--- src/design/gcd_pkg.sv ---
// Shared types, constants and arithmetic helpers for the great-circle distance block.
// No dependencies; every other design file refers to it by scoped names.

package gcd_pkg;

	// datapath widths
	localparam int DW = 33;   // reduced-angle input, degrees Q23
	localparam int XW = 34;   // CORDIC x/y and Q30 products
	localparam int ZW = 33;   // CORDIC angle accumulator, radians Q30
	localparam int RW = 31;   // Q30 values in [0,1], square roots
	localparam int SQRT_STEPS = 31;

	localparam logic signed [XW-1:0] INV_GAIN = XW'(32'h26DD3B6A);
	localparam logic [RW-1:0] Q30_ONE = RW'(32'h40000000);
	localparam logic [RW-1:0] HALF_PI = RW'(32'd1686629713);
	localparam logic [31:0] DEG_RAD_Q37 = 32'd2398762259;
	localparam logic [32:0] MILES_Q20 = 33'd8302110213;
	localparam logic [21:0] DIST_MAX = 22'h3FFFFF;

	typedef logic signed [XW-1:0] cord_t;
	typedef logic signed [ZW-1:0] ang_t;

	// truncated arctangent table, Q30 radians
	function automatic ang_t atan_q30(input logic [4:0] i);
		ang_t r;
		unique case (i)
			5'd0:  r = ZW'(30'h3243F6A8);
			5'd1:  r = ZW'(30'h1DAC6705);
			5'd2:  r = ZW'(30'h0FADBAFC);
			5'd3:  r = ZW'(30'h07F56EA6);
			5'd4:  r = ZW'(30'h03FEAB76);
			5'd5:  r = ZW'(30'h01FFD55B);
			5'd6:  r = ZW'(30'h00FFFAAA);
			5'd7:  r = ZW'(30'h007FFF55);
			5'd8:  r = ZW'(30'h003FFFEA);
			5'd9:  r = ZW'(30'h001FFFFD);
			5'd10: r = ZW'(30'h000FFFFF);
			5'd11: r = ZW'(30'h0007FFFF);
			5'd12: r = ZW'(30'h0003FFFF);
			5'd13: r = ZW'(30'h0001FFFF);
			5'd14: r = ZW'(30'h0000FFFF);
			5'd15: r = ZW'(30'h00007FFF);
			5'd16: r = ZW'(30'h00003FFF);
			5'd17: r = ZW'(30'h00001FFF);
			5'd18: r = ZW'(30'h00000FFF);
			5'd19: r = ZW'(30'h000007FF);
			5'd20: r = ZW'(30'h000003FF);
			5'd21: r = ZW'(30'h000001FF);
			5'd22: r = ZW'(30'h000000FF);
			5'd23: r = ZW'(30'h0000007F);
			5'd24: r = ZW'(30'h0000003F);
			5'd25: r = ZW'(30'h0000001F);
			5'd26: r = ZW'(30'h0000000F);
			5'd27: r = ZW'(30'h00000008);
			5'd28: r = ZW'(30'h00000004);
			5'd29: r = ZW'(30'h00000002);
			5'd30: r = ZW'(30'h00000001);
			default: r = '0;
		endcase
		return r;
	endfunction

	// Q30 product with round-half-up, floor shift
	function automatic cord_t mul_q30(input cord_t p, input cord_t q);
		logic signed [2*XW-1:0] prod;
		prod = p * q;
		prod = prod + (2*XW)'(32'h20000000);
		return XW'(prod >>> 30);
	endfunction

endpackage

--- src/design/gcd_isqrt.sv ---
// Pipelined exact square root of a Q30 value: floor(sqrt(v * 2^30)), one result bit a stage.
// Depends on gcd_pkg. The pipeline advances when en is high.

module gcd_isqrt (
	input  logic                    clk,
	input  logic                    en,
	input  logic [gcd_pkg::RW-1:0]  rad,
	output logic [gcd_pkg::RW-1:0]  root
);

	localparam int N = gcd_pkg::SQRT_STEPS;
	localparam int NW = 2 * N;

	logic [NW-1:0] rem_s [N];
	logic [NW-1:0] res_s [N];

	for (genvar k = 0; k < N; k++) begin : g_step
		localparam logic [NW-1:0] BIT = NW'(1) << (2 * (N - 1 - k));
		logic [NW-1:0] remi, resi, trial;
		if (k == 0) begin : g_first
			assign remi = NW'({rad, 30'b0});
			assign resi = '0;
		end else begin : g_next
			assign remi = rem_s[k-1];
			assign resi = res_s[k-1];
		end
		assign trial = resi + BIT;
		always_ff @(posedge clk) begin
			if (en) begin
				if (remi >= trial) begin
					rem_s[k] <= remi - trial;
					res_s[k] <= (resi >> 1) + BIT;
				end else begin
					rem_s[k] <= remi;
					res_s[k] <= resi >> 1;
				end
			end
		end
	end

	assign root = res_s[N-1][gcd_pkg::RW-1:0];

endmodule

--- config.mk ---
export PLATFORM = sky130hd
export DESIGN_NAME = gcd_isqrt
export DESIGN_NICKNAME = d
export VERILOG_FILES = /design/src/design/gcd_pkg.sv /design/src/design/gcd_isqrt.sv
export SDC_FILE = /design/constraint.sdc
export NUM_CORES = 2
export LEC_CHECK = 0
export BUFFER_PORTS_ARGS = -buffer_cell sky130_fd_sc_hd__clkbuf_2
export CAP_MARGIN = 10
export CELL_PAD_IN_SITES_DETAIL_PLACEMENT = 2
export CELL_PAD_IN_SITES_GLOBAL_PLACEMENT = 2
export CORE_MARGIN = 2
export CORE_UTILIZATION = 44
export CTS_CLUSTER_DIAMETER = 150
export DETAILED_ROUTE_END_ITERATION = 6
export PLACE_DENSITY_LB_ADDON = 0.1
export SLEW_MARGIN = 20
export SYNTH_ARGS = -nofsm -noshare
export SYNTH_HDL_FRONTEND = slang
export SYNTH_SLANG_ARGS = --single-unit
--- constraint.sdc ---
create_clock -name clk -period 5.12 [get_ports clk]
set_input_delay 0.512 -clock clk [delete_from_list [all_inputs] [get_ports clk]]
set_output_delay 0.512 -clock clk [all_outputs]
set_load 0.05 [all_outputs]
==> flow_metrics.tcl <==
set metrics [dict create \
    insertion_delay_ps 880 \
    root_buffer "clkbuf_16" \
    std_cell_rows 163 \
    synth_cells 7678 \
    rsz0062_at_grt "no" \
    die_area_sq_um 203000 \
    grt_max_degree 178 \
    route.met2.wl_um 141000 \
    syn_nets 8218 \
    synth-seq-cells 1651 \
    place_ws_ps 768 \
    max_slew_margin_pct 16.1 \
    place_hpwl_um 194000 \
    syn_avg_cell_area_sq_um 11.4 \
    synthDistinctLibCells 89 \
    setup_slack_ps 687 \
    wl_per_cell_um 25.1 \
    cts_buffer_depth 3 \
    grt_first_pass_wirelength_um 417000 \
    numCtsBuffers 188 \
    synth_edf_count 1651 \
    drc 0 \
    nets 8384 \
    fmax_ghz 0.226 \
    tns_ps 0 \
    hold_path.class "primary input to flip-flop" \
    yosysSeqAreaShare_pct 56.5 \
    viasPerCell 5.74 \
    ys.flop_type "edfxtp_1" \
    routed_wl_um 267000 \
    power.leakage_nw 37.8 \
    max_cap_violations 0 \
    drv_slew 0 \
    drtIter0Drc 3933 \
    hold_violations 0 \
    cp-start-kind "flip-flop" \
    final_layout_size_suffix_gt1_share_pct 5.82 \
    drt-met1-wl_um 110000 \
    critical_path_class "flip-flop to flip-flop" \
    coreArea_sq_um 198000 \
    first_pass_iters 7 \
    ant_nets 0 \
    grt-ovfl-total 0 \
    layout_common_cells "edfxtp_1 (1651), inv_1 (626), nand2_1 (624)" \
    yosys_warnings 0 \
    syn-cell-area_sq_um 87800 \
    antenna_found_initial 6 \
    path_clk_slew_ps 60 \
    cts.htree.levels 4 \
    ctsResizeCount 0 \
    p_per_area_nw_per_um2 444 \
    synthArstFlopShare_pct 0 \
    cts.sinks 1651 \
    arrival_ps 5030 \
    die_x_um 451 \
    io_buffers 63 \
    io_pins 64 \
    status "complete, no violations" \
    wl_met3_um 8560 \
    total_power_mw 43.5 \
    place_inst 10300 \
    final_common_cell "edfxtp_1" \
    initial_core_util_pct 44.4 \
    gp_congestion 0.844 \
    area_growth_pct 11.6 \
    worstPathRequired_ps 5720 \
    grtUsageTotal_pct 26.2 \
    worstSetupEndpointType "flip-flop" \
    finalCritPeriodShare_pct 86.6 \
    via_count 61100 \
    cts_tree "built" \
    finClkSkew_ps 58.1 \
    fin_cells 10600 \
    period_needed_ps 4430 \
    top_layer_used "met5" \
    regToRegSetupSlack_ps 690 \
    peakVddDrop_uv 353 \
    crit_path_max_fanout 11 \
    grt_pass1_vias 68400 \
    setup_viol 0 \
    worst_pin_slew_ps 1250 \
    die_h_um 451 \
]
[cells by family after synthesis]
family,synth area share (%)
xor+xnor,7.81
mux,0.835
simple gates,12.5
compound gates,11.4
flops,56.5
fa+ha+maj,7.34
buf+inv,3.60
[final timing paths]
check | to | startpoint | cells past startpoint
setup / recovery | rem_s[1][862] | rem_s[1][748] | 13
hold / removal | rem_s[0][56] | rad[26] | 2
setup reg to reg | rem_s[1][862] | rem_s[1][748] | 13
hold reg to reg | res_s[1][409] | res_s[1][348] | 0
[flip-flops by register name, summed over array words and instances (netlist names)]
name and cells:
rem_s 1156, res_s 495
[power by group]
| part | switching [mW] | total, mW | internal [mW] |
|---|---|---|---|
| Clock | 5.98 | 13.7 | 7.73 |
| Sequential | 1.72 | 19.2 | 17.5 |
| Combinational | 6.43 | 10.6 | 4.18 |
| Total | 14.1 | 43.5 | 29.4 |
[through the flow]
| step | utilization (%) | instance area [sq um] | hold WS, ps |
|---|---|---|---|
| CTS | 49.5 | 98000 | 271 |
| detailed placement | 46.2 | 91500 | 438 |
| finish | 49.6 | 98000 | 344 |
| floorplan | - | 87800 | 417 |
| global placement | 46.2 | 91500 | 423 |
| global route | 49.6 | 98000 | 316 |
[per-layer routing]
| layer | up-vias | global-route usage [%] |
|---|---|---|
| met3 | 389 | 3.24 |
| met2 | 959 | 48.4 |
| met5 | - | 0 |
| li1 | 28400 | - |
| met4 | 4 | 7.43 |
| met1 | 31300 | 32.0 |
[repair_timing]
item,4_1_cts,5_1_grt
endpoints found under the setup margin,0,0
setup buffers,0,0
hold endpoints to repair,41,0
hold buffers,32,0
[worst max-delay path, stage by stage (launching register included)]
cell	delay, ps
edfxtp_1	500
ha_1	290
fa_1	420
a21o_1	230
a211oi_1	370
o31ai_1	220
a211o_1	450
and3_1	220
nor4_1	500
nand2_1	220
nor3_1	220
buf_4	250
nand4b_1	140
xnor2_1	160
[cells in the mapped netlist (11+ instances only)]
cell type | instances | area share (%)
a2111oi_0 | 23 | 0.23
xor2_1 | 390 | 3.9
and3_1 | 35 | 0.25
nor3_1 | 240 | 1.4
inv_2 | 23 | 0.098
o211ai_1 | 19 | 0.16
nor4_1 | 147 | 1.0
nor2b_1 | 67 | 0.48
fa_1 | 14 | 0.32
inv_1 | 626 | 2.7
nand2_1 | 624 | 2.7
o21a_1 | 73 | 0.62
nor2_1 | 465 | 2.0
mux2_1 | 54 | 0.69
or4_1 | 53 | 0.45
o21bai_1 | 52 | 0.44
a21oi_1 | 445 | 2.5
o41ai_1 | 15 | 0.15
nor3b_1 | 13 | 0.11
nand3b_1 | 32 | 0.27
nand3_1 | 131 | 0.75
and2_1 | 33 | 0.24
or2_1 | 18 | 0.13
nand2b_1 | 103 | 0.73
a31oi_1 | 49 | 0.35
a211o_1 | 19 | 0.19
a21o_1 | 235 | 2.0
a21boi_1 | 11 | 0.094
nor4b_1 | 22 | 0.22
or3_1 | 89 | 0.63
a211oi_1 | 53 | 0.45
or2_2 | 18 | 0.13
ha_1 | 493 | 7.0
clkbuf_1 | 181 | 0.77
edfxtp_1 | 1651 | 56
o31ai_1 | 37 | 0.32
nand4b_1 | 24 | 0.24
o21ai_0 | 103 | 0.59
nand4_1 | 73 | 0.52
xnor2_1 | 393 | 3.9
o21ai_1 | 366 | 2.1
[area by class of cell]
class	count	area [sq um]
diodes	2	5.00
clock buffers	230	4900
clock inverters	117	1300
fillers	19500	99800
inverters	653	2450
multi-input cells	5186	35200
flip-flops and latches	1651	49600
well taps	2640	3300
repair buffers	164	1310
Note: power is estimated with default switching activity, not from simulation.
